<file path="src/hw/rtl/smpr_pkg.sv">
`default_nettype none

package smpr_pkg;

    localparam int CHANNELS_DEFAULT = 2;

    localparam int KIND_W   = 2;
    localparam int DUTY_W   = 7;
    localparam int DIR_W    = 2;
    localparam int TICKS_W  = 15;
    localparam int STEP_W   = 11;
    localparam int CMP_W    = 10;
    localparam int TOL_W    = 7;
    localparam int PINS_W   = 2;
    localparam int CFG_IDX_W = 1;
    localparam int CFG_DATA_W = 15;

    localparam int PROD_W   = 20;
    localparam int SQ_W     = 40;
    localparam int CUBE_W   = 60;
    localparam int QUOT_W   = 10;
    localparam int ODD_W    = 35;
    localparam int ODD_SHIFT = 15;

    localparam logic [KIND_W-1:0] KIND_COMMAND = 2'd0;
    localparam logic [KIND_W-1:0] KIND_PERIOD  = 2'd1;
    localparam logic [KIND_W-1:0] KIND_COMPARE = 2'd2;

    localparam logic [DIR_W-1:0] DIR_STOP = 2'd0;
    localparam logic [DIR_W-1:0] DIR_CW   = 2'd1;

    localparam logic [PINS_W-1:0] PINS_OFF = 2'b00;
    localparam logic [PINS_W-1:0] PINS_CW  = 2'b01;
    localparam logic [PINS_W-1:0] PINS_CCW = 2'b10;

    localparam logic [CFG_IDX_W-1:0] REG_DECEL_LEAD = 1'd0;
    localparam logic [CFG_IDX_W-1:0] REG_SETTLE_TOL = 1'd1;

    localparam logic [TICKS_W-1:0] DECEL_LEAD_RESET = 15'd1000;
    localparam logic [TOL_W-1:0]   SETTLE_TOL_RESET = 7'd10;

    localparam logic [STEP_W-1:0] STEP_FULL = 11'd2000;
    localparam logic [STEP_W-1:0] STEP_HALF = 11'd1000;
    localparam logic [STEP_W-1:0] STEP_IDLE = 11'd54;
    localparam logic [STEP_W-1:0] STEP_LAST = 11'd1946;

    localparam logic [DUTY_W-1:0] DUTY_MAX   = 7'd100;
    localparam logic [CMP_W-1:0]  DUTY_SCALE = 10'd10;

    // 2^60 / 10^15 rounded down. The top 20 cube bits times this value, shifted right
    // by 20, fall short of the quotient by less than one.
    localparam logic [PROD_W-1:0] PROFILE_RECIP = 20'd1152;
    // 10^15 is 2^15 times this odd factor.
    localparam logic [ODD_W-1:0]  PROFILE_ODD = 35'd30517578125;

    typedef enum logic [3:0] {
        ST_IDLE,
        ST_EXEC,
        ST_RAMP,
        ST_MUL_P,
        ST_MUL_SQ,
        ST_MUL_LO,
        ST_MUL_HI,
        ST_EST,
        ST_CHK_LO,
        ST_CHK_HI,
        ST_FINISH,
        ST_OUT
    } smpr_state_t;

endpackage

`default_nettype wire

</file>
<file path="src/hw/rtl/smpr_req_if.sv">
`default_nettype none

interface smpr_req_if;
    logic                          valid;
    logic                          ready;
    logic [smpr_pkg::KIND_W-1:0]   kind;
    logic                          channel;
    logic [smpr_pkg::DUTY_W-1:0]   duty_percent;
    logic [smpr_pkg::DIR_W-1:0]    direction;
    logic [smpr_pkg::TICKS_W-1:0]  time_ms;

    modport source (
        output valid, kind, channel, duty_percent, direction, time_ms,
        input  ready
    );

    modport sink (
        input  valid, kind, channel, duty_percent, direction, time_ms,
        output ready
    );
endinterface

`default_nettype wire

</file>
<file path="src/hw/rtl/smpr_res_if.sv">
`default_nettype none

interface smpr_res_if;
    logic                        valid;
    logic                        ready;
    logic                        out_channel;
    logic [smpr_pkg::CMP_W-1:0]  compare_value;
    logic                        drive_a;
    logic                        drive_b;
    logic                        pwm_enable;
    logic                        ramp_running;

    modport source (
        output valid, out_channel, compare_value, drive_a, drive_b, pwm_enable,
               ramp_running,
        input  ready
    );

    modport sink (
        input  valid, out_channel, compare_value, drive_a, drive_b, pwm_enable,
               ramp_running,
        output ready
    );
endinterface

`default_nettype wire

</file>
<file path="src/hw/rtl/s_curve_motor_pwm_ramp_top.sv">
// A request runs EXEC, then OUT; a ramp update without a profile step adds RAMP, and one
// that computes a step goes on from RAMP through 4 passes of one 20x20 multiplier for the
// cube, then 3 more that estimate and check the quotient by 10^15, and then FINISH.
// A new request is taken only after the result is accepted; ready is high only in idle.
// Reset (rst_n, asynchronous, active low) sets every channel to step 54, all other channel
// state zero, and the registers to a lead of 1000 ticks and a tolerance of 10.
`default_nettype none

module s_curve_motor_pwm_ramp_top #(
    parameter int CHANNELS = smpr_pkg::CHANNELS_DEFAULT
) (
    input  wire logic                              clk,
    input  wire logic                              rst_n,
    input  wire logic                              cfg_write,
    input  wire logic [smpr_pkg::CFG_IDX_W-1:0]    cfg_index,
    input  wire logic [smpr_pkg::CFG_DATA_W-1:0]   cfg_data,
    smpr_req_if.sink                               req,
    smpr_res_if.source                             res
);

    localparam int CH_W = (CHANNELS > 1) ? $clog2(CHANNELS) : 1;

    smpr_pkg::smpr_state_t state_reg, state_next;

    logic [smpr_pkg::TICKS_W-1:0] decel_lead_reg;
    logic [smpr_pkg::TOL_W-1:0]   settle_tol_reg;

    logic [smpr_pkg::STEP_W-1:0]  phase_step_reg [CHANNELS];
    logic [smpr_pkg::STEP_W-1:0]  phase_step_next [CHANNELS];
    logic [smpr_pkg::CMP_W-1:0]   current_cmp_reg [CHANNELS];
    logic [smpr_pkg::CMP_W-1:0]   current_cmp_next [CHANNELS];
    logic [smpr_pkg::CMP_W-1:0]   target_cmp_reg [CHANNELS];
    logic [smpr_pkg::CMP_W-1:0]   target_cmp_next [CHANNELS];
    logic [smpr_pkg::TICKS_W-1:0] remaining_reg [CHANNELS];
    logic [smpr_pkg::TICKS_W-1:0] remaining_next [CHANNELS];
    logic [smpr_pkg::PINS_W-1:0]  pins_reg [CHANNELS];
    logic [smpr_pkg::PINS_W-1:0]  pins_next [CHANNELS];
    logic                         output_on_reg [CHANNELS];
    logic                         output_on_next [CHANNELS];
    logic                         ramp_on_reg [CHANNELS];
    logic                         ramp_on_next [CHANNELS];

    logic [smpr_pkg::KIND_W-1:0]  kind_reg, kind_next;
    logic                         ch_reg, ch_next;
    logic [smpr_pkg::DUTY_W-1:0]  duty_reg, duty_next;
    logic [smpr_pkg::DIR_W-1:0]   dir_reg, dir_next;
    logic [smpr_pkg::TICKS_W-1:0] tms_reg, tms_next;

    logic [smpr_pkg::STEP_W-1:0]  kn_reg, kn_next;
    logic [smpr_pkg::PROD_W-1:0]  p_reg, p_next;
    logic [smpr_pkg::SQ_W-1:0]    sq_reg, sq_next;
    logic [smpr_pkg::CUBE_W-1:0]  acc_reg, acc_next;
    logic [smpr_pkg::CUBE_W-1:0]  div_reg, div_next;
    logic [smpr_pkg::QUOT_W-1:0]  q_reg, q_next;

    logic [smpr_pkg::PROD_W-1:0]  mul_a, mul_b;
    logic [smpr_pkg::SQ_W-1:0]    mul_prod;

    logic [CH_W-1:0]              ch_idx;
    logic                         ch_ok;
    logic [smpr_pkg::STEP_W-1:0]  k_cur;
    logic [smpr_pkg::STEP_W-1:0]  k_inc;
    logic [smpr_pkg::STEP_W-1:0]  k_mir;
    logic [smpr_pkg::CMP_W-1:0]   cur_cur;
    logic [smpr_pkg::CMP_W-1:0]   tgt_cur;
    logic [smpr_pkg::TICKS_W-1:0] rem_cur;
    logic [smpr_pkg::DUTY_W-1:0]  duty_sat;
    logic [smpr_pkg::CMP_W-1:0]   tgt_cmd;
    logic [smpr_pkg::CMP_W:0]     cur_hi;
    logic [smpr_pkg::CMP_W:0]     tgt_hi;
    logic                         settled;

    assign ch_idx   = CH_W'(ch_reg);
    assign ch_ok    = (int'(ch_reg) < CHANNELS);
    assign k_cur    = phase_step_reg[ch_idx];
    assign k_inc    = k_cur + 11'd1;
    assign cur_cur  = current_cmp_reg[ch_idx];
    assign tgt_cur  = target_cmp_reg[ch_idx];
    assign rem_cur  = remaining_reg[ch_idx];
    assign duty_sat = (duty_reg > smpr_pkg::DUTY_MAX) ? smpr_pkg::DUTY_MAX : duty_reg;
    assign tgt_cmd  = 10'({3'b000, duty_sat} * smpr_pkg::DUTY_SCALE);
    assign cur_hi   = {1'b0, cur_cur} + 11'(settle_tol_reg);
    assign tgt_hi   = {1'b0, tgt_cur} + 11'(settle_tol_reg);
    assign settled  = (cur_hi >= {1'b0, tgt_cur}) && ({1'b0, cur_cur} <= tgt_hi)
                      && (rem_cur > decel_lead_reg);

    assign mul_prod = 40'(mul_a) * 40'(mul_b);

    always_comb
    begin
        k_mir = k_cur;
        if (cur_cur > tgt_cmd)
        begin
            if (k_cur < smpr_pkg::STEP_HALF)
            begin
                k_mir = smpr_pkg::STEP_FULL - k_cur;
            end
        end
        else if (cur_cur < tgt_cmd)
        begin
            if (k_cur > smpr_pkg::STEP_HALF && k_cur <= smpr_pkg::STEP_FULL)
            begin
                k_mir = smpr_pkg::STEP_FULL - k_cur;
            end
        end
    end

    always_comb
    begin
        state_next       = state_reg;
        phase_step_next  = phase_step_reg;
        current_cmp_next = current_cmp_reg;
        target_cmp_next  = target_cmp_reg;
        remaining_next   = remaining_reg;
        pins_next        = pins_reg;
        output_on_next   = output_on_reg;
        ramp_on_next     = ramp_on_reg;
        kind_next        = kind_reg;
        ch_next          = ch_reg;
        duty_next        = duty_reg;
        dir_next         = dir_reg;
        tms_next         = tms_reg;
        kn_next          = kn_reg;
        p_next           = p_reg;
        sq_next          = sq_reg;
        acc_next         = acc_reg;
        div_next         = div_reg;
        q_next           = q_reg;
        mul_a            = '0;
        mul_b            = '0;
        req.ready        = (state_reg == smpr_pkg::ST_IDLE);
        res.valid        = (state_reg == smpr_pkg::ST_OUT);

        unique case (state_reg)
            smpr_pkg::ST_IDLE:
            begin
                if (req.valid)
                begin
                    kind_next  = req.kind;
                    ch_next    = req.channel;
                    duty_next  = req.duty_percent;
                    dir_next   = req.direction;
                    tms_next   = req.time_ms;
                    state_next = smpr_pkg::ST_EXEC;
                end
            end

            smpr_pkg::ST_EXEC:
            begin
                state_next = smpr_pkg::ST_OUT;
                if (ch_ok)
                begin
                    unique case (kind_reg)
                        smpr_pkg::KIND_COMMAND:
                        begin
                            if (dir_reg == smpr_pkg::DIR_STOP)
                            begin
                                pins_next[ch_idx] = smpr_pkg::PINS_OFF;
                            end
                            else
                            begin
                                remaining_next[ch_idx]  = tms_reg;
                                target_cmp_next[ch_idx] = tgt_cmd;
                                ramp_on_next[ch_idx]    = 1'b1;
                                phase_step_next[ch_idx] = k_mir;
                                output_on_next[ch_idx]  = 1'b1;
                                pins_next[ch_idx] = (dir_reg == smpr_pkg::DIR_CW) ?
                                                    smpr_pkg::PINS_CW : smpr_pkg::PINS_CCW;
                                state_next = smpr_pkg::ST_RAMP;
                            end
                        end
                        smpr_pkg::KIND_PERIOD:
                        begin
                            if (rem_cur == '0)
                            begin
                                pins_next[ch_idx]      = smpr_pkg::PINS_OFF;
                                output_on_next[ch_idx] = 1'b0;
                            end
                            else
                            begin
                                remaining_next[ch_idx] = rem_cur - 15'd1;
                            end
                        end
                        smpr_pkg::KIND_COMPARE:
                        begin
                            if (ramp_on_reg[ch_idx])
                            begin
                                state_next = smpr_pkg::ST_RAMP;
                            end
                        end
                        default:
                        begin
                        end
                    endcase
                end
            end

            smpr_pkg::ST_RAMP:
            begin
                state_next = smpr_pkg::ST_OUT;
                if (rem_cur < decel_lead_reg && k_cur < smpr_pkg::STEP_HALF)
                begin
                    phase_step_next[ch_idx] = smpr_pkg::STEP_FULL - k_cur + 11'd1;
                    ramp_on_next[ch_idx]    = 1'b1;
                end
                else if (settled)
                begin
                    current_cmp_next[ch_idx] = tgt_cur;
                end
                else
                begin
                    kn_next = k_inc;
                    if (k_inc >= smpr_pkg::STEP_LAST)
                    begin
                        phase_step_next[ch_idx] = smpr_pkg::STEP_IDLE;
                        ramp_on_next[ch_idx]    = 1'b0;
                        // A command keeps the pin levels that it set before the ramp step.
                        if (kind_reg != smpr_pkg::KIND_COMMAND)
                        begin
                            pins_next[ch_idx] = smpr_pkg::PINS_OFF;
                        end
                    end
                    else
                    begin
                        phase_step_next[ch_idx] = k_inc;
                    end
                    state_next = smpr_pkg::ST_MUL_P;
                end
            end

            smpr_pkg::ST_MUL_P:
            begin
                mul_a      = 20'(kn_reg);
                mul_b      = 20'(smpr_pkg::STEP_FULL - kn_reg);
                p_next     = mul_prod[smpr_pkg::PROD_W-1:0];
                state_next = smpr_pkg::ST_MUL_SQ;
            end

            smpr_pkg::ST_MUL_SQ:
            begin
                mul_a      = p_reg;
                mul_b      = p_reg;
                sq_next    = mul_prod;
                state_next = smpr_pkg::ST_MUL_LO;
            end

            smpr_pkg::ST_MUL_LO:
            begin
                mul_a      = sq_reg[smpr_pkg::PROD_W-1:0];
                mul_b      = p_reg;
                acc_next   = 60'(mul_prod);
                state_next = smpr_pkg::ST_MUL_HI;
            end

            smpr_pkg::ST_MUL_HI:
            begin
                mul_a      = sq_reg[smpr_pkg::SQ_W-1:smpr_pkg::PROD_W];
                mul_b      = p_reg;
                acc_next   = acc_reg + {mul_prod, 20'd0};
                state_next = smpr_pkg::ST_EST;
            end

            // The estimate is the quotient or one less; q holds the larger candidate.
            smpr_pkg::ST_EST:
            begin
                mul_a      = acc_reg[smpr_pkg::CUBE_W-1:smpr_pkg::CUBE_W-smpr_pkg::PROD_W];
                mul_b      = smpr_pkg::PROFILE_RECIP;
                q_next     = mul_prod[smpr_pkg::PROD_W+smpr_pkg::QUOT_W-1:smpr_pkg::PROD_W]
                             + 10'd1;
                state_next = smpr_pkg::ST_CHK_LO;
            end

            smpr_pkg::ST_CHK_LO:
            begin
                mul_a      = 20'(q_reg);
                mul_b      = smpr_pkg::PROFILE_ODD[smpr_pkg::PROD_W-1:0];
                div_next   = 60'(mul_prod);
                state_next = smpr_pkg::ST_CHK_HI;
            end

            smpr_pkg::ST_CHK_HI:
            begin
                mul_a      = 20'(q_reg);
                mul_b      = 20'(smpr_pkg::PROFILE_ODD[smpr_pkg::ODD_W-1:smpr_pkg::PROD_W]);
                div_next   = div_reg + {mul_prod, 20'd0};
                state_next = smpr_pkg::ST_FINISH;
            end

            smpr_pkg::ST_FINISH:
            begin
                if (kn_reg > smpr_pkg::STEP_FULL)
                begin
                    current_cmp_next[ch_idx] = '0;
                end
                else if (div_reg <= (acc_reg >> smpr_pkg::ODD_SHIFT))
                begin
                    current_cmp_next[ch_idx] = q_reg;
                end
                else
                begin
                    current_cmp_next[ch_idx] = q_reg - 10'd1;
                end
                state_next = smpr_pkg::ST_OUT;
            end

            smpr_pkg::ST_OUT:
            begin
                if (res.ready)
                begin
                    state_next = smpr_pkg::ST_IDLE;
                end
            end

            default:
            begin
                state_next = smpr_pkg::ST_IDLE;
            end
        endcase
    end

    assign res.out_channel   = ch_reg;
    assign res.compare_value = ch_ok ? cur_cur : '0;
    assign res.drive_a       = ch_ok ? pins_reg[ch_idx][0] : 1'b0;
    assign res.drive_b       = ch_ok ? pins_reg[ch_idx][1] : 1'b0;
    assign res.pwm_enable    = ch_ok ? output_on_reg[ch_idx] : 1'b0;
    assign res.ramp_running  = ch_ok ? ramp_on_reg[ch_idx] : 1'b0;

    always_ff @(posedge clk or negedge rst_n)
    begin
        if (!rst_n)
        begin
            state_reg      <= smpr_pkg::ST_IDLE;
            decel_lead_reg <= smpr_pkg::DECEL_LEAD_RESET;
            settle_tol_reg <= smpr_pkg::SETTLE_TOL_RESET;
            for (int i = 0; i < CHANNELS; i++)
            begin
                phase_step_reg[i]  <= smpr_pkg::STEP_IDLE;
                current_cmp_reg[i] <= '0;
                target_cmp_reg[i]  <= '0;
                remaining_reg[i]   <= '0;
                pins_reg[i]        <= smpr_pkg::PINS_OFF;
                output_on_reg[i]   <= 1'b0;
                ramp_on_reg[i]     <= 1'b0;
            end
        end
        else
        begin
            state_reg       <= state_next;
            phase_step_reg  <= phase_step_next;
            current_cmp_reg <= current_cmp_next;
            target_cmp_reg  <= target_cmp_next;
            remaining_reg   <= remaining_next;
            pins_reg        <= pins_next;
            output_on_reg   <= output_on_next;
            ramp_on_reg     <= ramp_on_next;
            if (cfg_write)
            begin
                unique case (cfg_index)
                    smpr_pkg::REG_DECEL_LEAD:
                    begin
                        decel_lead_reg <= cfg_data;
                    end
                    smpr_pkg::REG_SETTLE_TOL:
                    begin
                        settle_tol_reg <= cfg_data[smpr_pkg::TOL_W-1:0];
                    end
                endcase
            end
        end
    end

    always_ff @(posedge clk)
    begin
        kind_reg <= kind_next;
        ch_reg   <= ch_next;
        duty_reg <= duty_next;
        dir_reg  <= dir_next;
        tms_reg  <= tms_next;
        kn_reg   <= kn_next;
        p_reg    <= p_next;
        sq_reg   <= sq_next;
        acc_reg  <= acc_next;
        div_reg  <= div_next;
        q_reg    <= q_next;
    end

endmodule

`default_nettype wire
</file>
<file path="src/flat_wrapper.sv">
// flat-port wrapper written by rule: the top's interface ports become plain ports
module s_curve_motor_pwm_ramp_top_flat 
#(
    parameter int CHANNELS = smpr_pkg::CHANNELS_DEFAULT
)
  (clk, rst_n, cfg_write, cfg_index, cfg_data, req_valid, req_kind, req_channel, req_duty_percent, req_direction, req_time_ms, req_ready, res_valid, res_out_channel, res_compare_value, res_drive_a, res_drive_b, res_pwm_enable, res_ramp_running, res_ready);
  smpr_req_if req_i ();
  smpr_res_if res_i ();
  input  wire logic clk;
  input  wire logic rst_n;
  input  wire logic cfg_write;
  input  wire logic [smpr_pkg::CFG_IDX_W-1:0] cfg_index;
  input  wire logic [smpr_pkg::CFG_DATA_W-1:0] cfg_data;
  input wire logic [$bits(req_i.valid)-1:0] req_valid;
  input wire logic [$bits(req_i.kind)-1:0] req_kind;
  input wire logic [$bits(req_i.channel)-1:0] req_channel;
  input wire logic [$bits(req_i.duty_percent)-1:0] req_duty_percent;
  input wire logic [$bits(req_i.direction)-1:0] req_direction;
  input wire logic [$bits(req_i.time_ms)-1:0] req_time_ms;
  output wire logic [$bits(req_i.ready)-1:0] req_ready;
  output wire logic [$bits(res_i.valid)-1:0] res_valid;
  output wire logic [$bits(res_i.out_channel)-1:0] res_out_channel;
  output wire logic [$bits(res_i.compare_value)-1:0] res_compare_value;
  output wire logic [$bits(res_i.drive_a)-1:0] res_drive_a;
  output wire logic [$bits(res_i.drive_b)-1:0] res_drive_b;
  output wire logic [$bits(res_i.pwm_enable)-1:0] res_pwm_enable;
  output wire logic [$bits(res_i.ramp_running)-1:0] res_ramp_running;
  input wire logic [$bits(res_i.ready)-1:0] res_ready;
  assign req_i.valid = req_valid;
  assign req_i.kind = req_kind;
  assign req_i.channel = req_channel;
  assign req_i.duty_percent = req_duty_percent;
  assign req_i.direction = req_direction;
  assign req_i.time_ms = req_time_ms;
  assign req_ready = req_i.ready;
  assign res_valid = res_i.valid;
  assign res_out_channel = res_i.out_channel;
  assign res_compare_value = res_i.compare_value;
  assign res_drive_a = res_i.drive_a;
  assign res_drive_b = res_i.drive_b;
  assign res_pwm_enable = res_i.pwm_enable;
  assign res_ramp_running = res_i.ramp_running;
  assign res_i.ready = res_ready;
  s_curve_motor_pwm_ramp_top #(.CHANNELS(CHANNELS)) u_core (.clk(clk), .rst_n(rst_n), .cfg_write(cfg_write), .cfg_index(cfg_index), .cfg_data(cfg_data), .req(req_i), .res(res_i));
endmodule
</file>
<file path="config.mk">
export PLATFORM = sky130hd
export DESIGN_NAME = s_curve_motor_pwm_ramp_top_flat
export DESIGN_NICKNAME = d
export VERILOG_FILES = /design/src/hw/rtl/smpr_pkg.sv /design/src/hw/rtl/smpr_req_if.sv /design/src/hw/rtl/smpr_res_if.sv /design/src/hw/rtl/s_curve_motor_pwm_ramp_top.sv /design/src/flat_wrapper.sv
export SDC_FILE = /design/constraint.sdc
export NUM_CORES = 2
export LEC_CHECK = 0
export ABC_AREA = 1
export BUFFER_PORTS_ARGS = -buffer_cell sky130_fd_sc_hd__buf_4
export CORE_MARGIN = 2
export CORE_UTILIZATION = 55
export CTS_CLUSTER_SIZE = 16
export DETAILED_ROUTE_END_ITERATION = 12
export PLACE_DENSITY = 0.71
export SKIP_LAST_GASP = 1
export SYNTH_ARGS = -nofsm -noshare
export SYNTH_HDL_FRONTEND = slang
export SYNTH_SLANG_ARGS = --single-unit
</file>
<file path="constraint.sdc">
create_clock -name clk -period 21.1 [get_ports clk]
set_input_delay 0 -clock clk [delete_from_list [all_inputs] [get_ports clk]]
set_output_delay 0 -clock clk [all_outputs]
set_load 0.005 [all_outputs]
</file>
### Yosys cells after proc, flatten, opt, wreduce, memory -nomap -nowiden

Cells that the tools add are included.

* add/subtract/negate cells: 11
* $mul: 2
* order comparisons: 15
* equality and inequality tests: 30
* muxes and demuxes: 90
* bitwise operators: 17
* reduce and logical (&&, ||, !) cells: 29

Operators by type and width (number)
* case mux 60 bit (2 select lines): 2
* adder 60 bit: 2
* case mux 20 bit (6 select lines): 1
* 2-to-1 mux 22 bit: 5
* case mux 20 bit (5 select lines): 1
* 2-to-1 mux 11 bit: 8
* bitwise mux 20 bit: 4
* 2-to-1 mux 20 bit: 4
* 2-to-1 mux 10 bit: 7
* bitwise mux 22 bit: 3
* bitwise mux 30 bit: 2
* <= comparator 60 x 45 -> 1 bit: 1
* 2-to-1 mux 15 bit: 4
* 2-to-1 mux 30 bit: 2
* case mux 30 bit (2 select lines): 1
* 2-to-1 mux 4 bit: 12
* case mux 4 bit (12 select lines): 1
* case mux 22 bit (2 select lines): 1
* multiplier 20 x 20 -> 40 bit: 1
* case mux 20 bit (2 select lines): 1
* 2-to-1 mux 2 bit: 12
* case mux 4 bit (2 select lines): 3
* adder 10 x 7 -> 11 bit: 2
* adder 11 x 1 -> 11 bit, second input constant: 2
* other kinds (64): 112

* bits in registers: 354
* input port bits: 48
* output and inout bits: 17

### Longest topological paths before layout

* word-level depth: 13
* depth in mapped cells: 53
* gate-level depth less buffers: 52

### Least setup slack after synthesis

No wires, ideal clock.

* path type: register to register
* start point: reg u_core.state_reg[3]
* end point: reg u_core.div_reg[52] (netlist bit) (data pin)
* library setup time: 0.253 ns
* arrival: 9.426 ns
* required time: 20.847 ns
* slack: 11.421 ns
* cell stages (with the launch flop): 44
* cell sequence: dfrtp_1 nor2_1 inv_2 nor2_1 clkbuf_1 nand2_1 o21ai_0 a221oi_1 o211ai_1 clkbuf_1 nand2_1 fa_1 inv_1 fa_1 inv_1 fa_1 inv_1 fa_1 [... 8 more ...] nand2_1 nor2_1 nand2_1 nand2_1 a31oi_1 o21ai_0 xor2_1 inv_1 ha_1 nand2_1 nor2_1 nand2_1 o21ai_0 a21oi_1 o21ai_0 nand2_1 nand2_1 nor2_1

* word-level cells in the longest chain between the ends: 6
* elaborated cells on any way between the ends: 14
* classes of those cells: add/sub (1); mul (1); eq/ne (7); mux (3); reduce/logical (2)

RTL lines
* start: declaration: RTL line s_curve_motor_pwm_ramp_top.sv:23 `smpr_pkg::smpr_state_t state_reg, state_next;`
* start signal: assignment: RTL line s_curve_motor_pwm_ramp_top.sv:332 `state_reg <= smpr_pkg::ST_IDLE;`
* start signal: assignment: RTL line s_curve_motor_pwm_ramp_top.sv:348 `state_reg <= state_next;`
* equality test 4 x 3 -> 1 bit or equality test 4 bit (tied branches): RTL line s_curve_motor_pwm_ramp_top.sv:134 `unique case (state_reg)`
* OR reduction 3 bit (no source line) or OR reduction 2 bit (tied branches)
* case mux 20 bit (5 select lines) or case mux 20 bit (6 select lines) (tied branches): RTL line s_curve_motor_pwm_ramp_top.sv:134
* multiplier 20 x 20 -> 40 bit *: RTL line s_curve_motor_pwm_ramp_top.sv:87 `assign mul_prod = 40'(mul_a) * 40'(mul_b);`
* named net u_core.mul_prod, one bit: RTL line s_curve_motor_pwm_ramp_top.sv:57 `logic [smpr_pkg::SQ_W-1:0] mul_prod;`
* adder 60 bit *: RTL line s_curve_motor_pwm_ramp_top.sv:285 `div_next = div_reg + {mul_prod, 20'd0};`
* case mux 60 bit (2 select lines) *: RTL line s_curve_motor_pwm_ramp_top.sv:134
* end signal: assignment: RTL line s_curve_motor_pwm_ramp_top.sv:383 `div_reg <= div_next;`
* end: declaration: RTL line s_curve_motor_pwm_ramp_top.sv:53 `logic [smpr_pkg::CUBE_W-1:0] div_reg, div_next;`

The timed path passes the listed nets; every way through them passes the cells marked *.
A chain may end at the register's enable or synchronous reset.

### Worst setup path after layout

* start point: reg u_core.state_reg[3]
* end point: reg u_core.acc_reg[45] (netlist bit) (data pin)

* word-level cells in the longest chain between the ends: 6
* elaborated cells on any way between the ends: 14
* classes of those cells: add/sub (1); mul (1); eq/ne (7); mux (3); reduce/logical (2)

RTL lines
* equality test 4 x 3 -> 1 bit or equality test 4 bit (tied branches): RTL line s_curve_motor_pwm_ramp_top.sv:134
* OR reduction 3 bit (no source line) or OR reduction 2 bit (tied branches)
* case mux 20 bit (5 select lines) or case mux 20 bit (6 select lines) (tied branches): RTL line s_curve_motor_pwm_ramp_top.sv:134
* multiplier 20 x 20 -> 40 bit *: RTL line s_curve_motor_pwm_ramp_top.sv:87
* named net u_core.mul_prod, one bit: RTL line s_curve_motor_pwm_ramp_top.sv:57
* adder 60 bit *: RTL line s_curve_motor_pwm_ramp_top.sv:259 `acc_next = acc_reg + {mul_prod, 20'd0};`
* case mux 60 bit (2 select lines) *: RTL line s_curve_motor_pwm_ramp_top.sv:134
* end signal: assignment: RTL line s_curve_motor_pwm_ramp_top.sv:382 `acc_reg <= acc_next;`
* end: declaration: RTL line s_curve_motor_pwm_ramp_top.sv:52 `logic [smpr_pkg::CUBE_W-1:0] acc_reg, acc_next;`

Marks and branches as above.

==> impl_metrics.env <==
export IMPL_outcome="finished, violations left"
export IMPL_violations="hold timing"
export IMPL_cp_start_kind="flip-flop"
export IMPL_end_kind="flip-flop"
export IMPL_initial_utilization_pct=55.33
export IMPL_largest_register_ffs=60
export IMPL_fill_cells=6851
export IMPL_max_freq_mhz=85.05
export IMPL_r2r_slack_ps=9340
export IMPL_drtAntennaViolNets=0
export IMPL_critPathKind="flip-flop to flip-flop"
export IMPL_finalClockSkew_ps=59.83
export IMPL_worst_slew_pin_slew_ps=1362
export IMPL_cts_clk_slew_worst_paths_ps=60
export IMPL_drv_slew=0
export IMPL_cts_sinks=337
export IMPL_grtUsageTotal_pct=33.38
export IMPL_setup_violations=0
export IMPL_ys_seq_area_share_pct=23.70
export IMPL_route_vias_total=36509
export IMPL_cts_tree="built"
export IMPL_cts_buffer_depth=3
export IMPL_clockRootBuffer="clkbuf_16"
export IMPL_synth_warnings=0
export IMPL_grt_pass1_vias=35022
export IMPL_final_common_cell="nand2_1"
export IMPL_fp_dieW_um=274.2
export IMPL_core_mm2=0.07259
export IMPL_syn_to_final_growth_pct=8.072
export IMPL_drive_above_1_share_pct=5.971
export IMPL_synthCells=5464
export IMPL_cts_setup_buffers=0
export IMPL_clock_latency_ps=600
export IMPL_crit_top_cell="inv_1"
export IMPL_hp_class="primary input to asynchronous set/reset pin"
export IMPL_synth_top_area_share_pct=16.20
export IMPL_cts_resized=0
export IMPL_nets=6255
export IMPL_cp_arrival_ps=12110
export IMPL_setup_tns_ps=0
export IMPL_h_tree_depth=2
export IMPL_rsz0062_at_grt="no"
export IMPL_rows=99
export IMPL_min_period_ps=11760
export IMPL_cts_hold_buf=49
export IMPL_cpPeakStageDelay_ps=870
export IMPL_final_core_util_pct=59.80
export IMPL_synth_edff_count=213
export IMPL_pin_count=65
export IMPL_die_h_um=274.2
export IMPL_cp_required_ps=21450
export IMPL_place_congestion=0.9829
export IMPL_ys_ff_latch=337
export IMPL_synth_area_leaders="fa_1 (16%), edfxtp_1 (16%), nand2_1 (13%)"
export IMPL_synth_area_per_cell_um2=7.350
export IMPL_port_buffers=64
export IMPL_mostFrequentLayoutCells="nand2_1 (1433), inv_1 (1084), nor2_1 (446)"
export IMPL_synth_ff_type="edfxtp_1"
export IMPL_slew_headroom_pct=8.867
export IMPL_synth_top_area_cell="fa_1"
export IMPL_cpMaxStageDelayCell="xor2_1"
export IMPL_wl_um=125400
export IMPL_dpl_hpwl_um=96430
export IMPL_synth_net_count=6191
export IMPL_critPathMaxFanout=20
export IMPL_remaining_drc_errors=0
export IMPL_drt_initial_drc_count=3379
export IMPL_finalHoldViolCount=7
export IMPL_gr_total_overflow=0
export IMPL_die_area_mm2=0.07520
export IMPL_drtPass1Iterations=6
export IMPL_synthArstFlopShare_pct=36.80
export IMPL_grt_pass1_wl_um=195100
export IMPL_antenna_found_initial=2
export IMPL_grt_max_degree=125
export IMPL_avgRoutedWirePerCell_um=19.23
export IMPL_vias_per_cell=5.599
export IMPL_period_share_pct=55.73
export IMPL_netlist_area_mm2=0.04016
export IMPL_hold_worst_slack_ps=-10.87
export IMPL_maxCapViolations=0
export IMPL_ys_types=67
export IMPL_cts_buffers_inserted=40
[stage by stage]
step           cell area (µm²)  hold WS [ps]  setup slack (ps)  cells
6_report                 43400        -10.87              9342   6521
5_1_grt                  43400         52.36              8738   6520
4_1_cts                  43400         1.505              9641   6519
3_5_place_dp             41610        -32.03              9667   6396
3_3_place_gp             41610        -30.07              9704   6396
2_1_floorplan            40160        -295.6             11420   5464
[synthesized netlist by cell type, types with 58 or more instances]
cell         n
a21oi_1    255
clkbuf_1    84
dfrtp_1    108
edfxtp_1   213
fa_1       325
ha_1       354
inv_1     1084
nand2_1   1433
nand3_1    230
nand4_1     58
nor2_1     454
o21ai_0    269
xor2_1      75
[worst paths after layout]
path                                                       from                               endpoint  cells after the start
min reg2reg                u_core.remaining_reg[17]$_DFFE_PN0P_   u_core.remaining_reg[17]$_DFFE_PN0P_                      2
min                                                       rst_n   u_core.remaining_reg[27]$_DFFE_PN0P_                      2
min in group clk                                 req_time_ms[1]            u_core.tms_reg[1]$_DFFE_PP_                      2
max in group asynchronous                                 rst_n  u_core.phase_step_reg[10]$_DFFE_PN0P_                      3
max                             u_core.state_reg[3]$_DFFE_PN0P_       u_core.acc_reg[45]$_SDFFCE_PP0P_                     38
max reg2reg                     u_core.state_reg[3]$_DFFE_PN0P_       u_core.acc_reg[45]$_SDFFCE_PP0P_                     38
[final cells by class]
class / count / area (µm²) / area share [%]
multi-input cells: 3868 / 25810 / 59.46
flip-flops and latches: 337 / 9519 / 21.93
repair buffers: 167 / 1393 / 3.208
inverters: 1114 / 4185 / 9.643
clock buffers: 50 / 1095 / 2.522
well taps: 959 / 1200 / 2.764
diodes: 2 / 5.005 / 0.01153
clock inverters: 24 / 200.2 / 0.4612
[logic make-up (layout without fill, tap and decap cells)]
family	count (synthesis)	after routing	synth area share (%)
multiplexers	1	1	0.02492
flip-flops	337	337	23.70
AND/OR/NAND/NOR	2329	2329	24.07
XOR/XNOR	93	93	2.028
other	0	2	0
adder cells (fa/ha/maj)	679	679	27.23
AO/OA/AOI/OAI	766	766	10.76
buffers and inverters	1259	1355	12.19
[worst max-delay path: cells and delay by family (launching register included)]
family / cells / cell delay (ps)
compound gates: 7 / 1490
xor+xnor: 1 / 870
fa+ha+maj: 9 / 4190
buf+inv: 10 / 1780
flops: 1 / 400
simple gates: 11 / 2770
[routing by layer]
layer | wire (µm) | share of wire, % | GRT usage, % | vias to the layer above
li1 | - | - | - | 17309
met4 | 6067 | 4.8 | 14.27 | 0
met5 | 0 | 0 | 0 | -
met1 | 51460 | 41 | 44.88 | 17278
met3 | 10590 | 8.4 | 4.974 | 308
met2 | 57250 | 46 | 53.82 | 1614
Power is not shown: default switching activity piles up to over one toggle a cycle in this logic, so the estimate is an artifact.
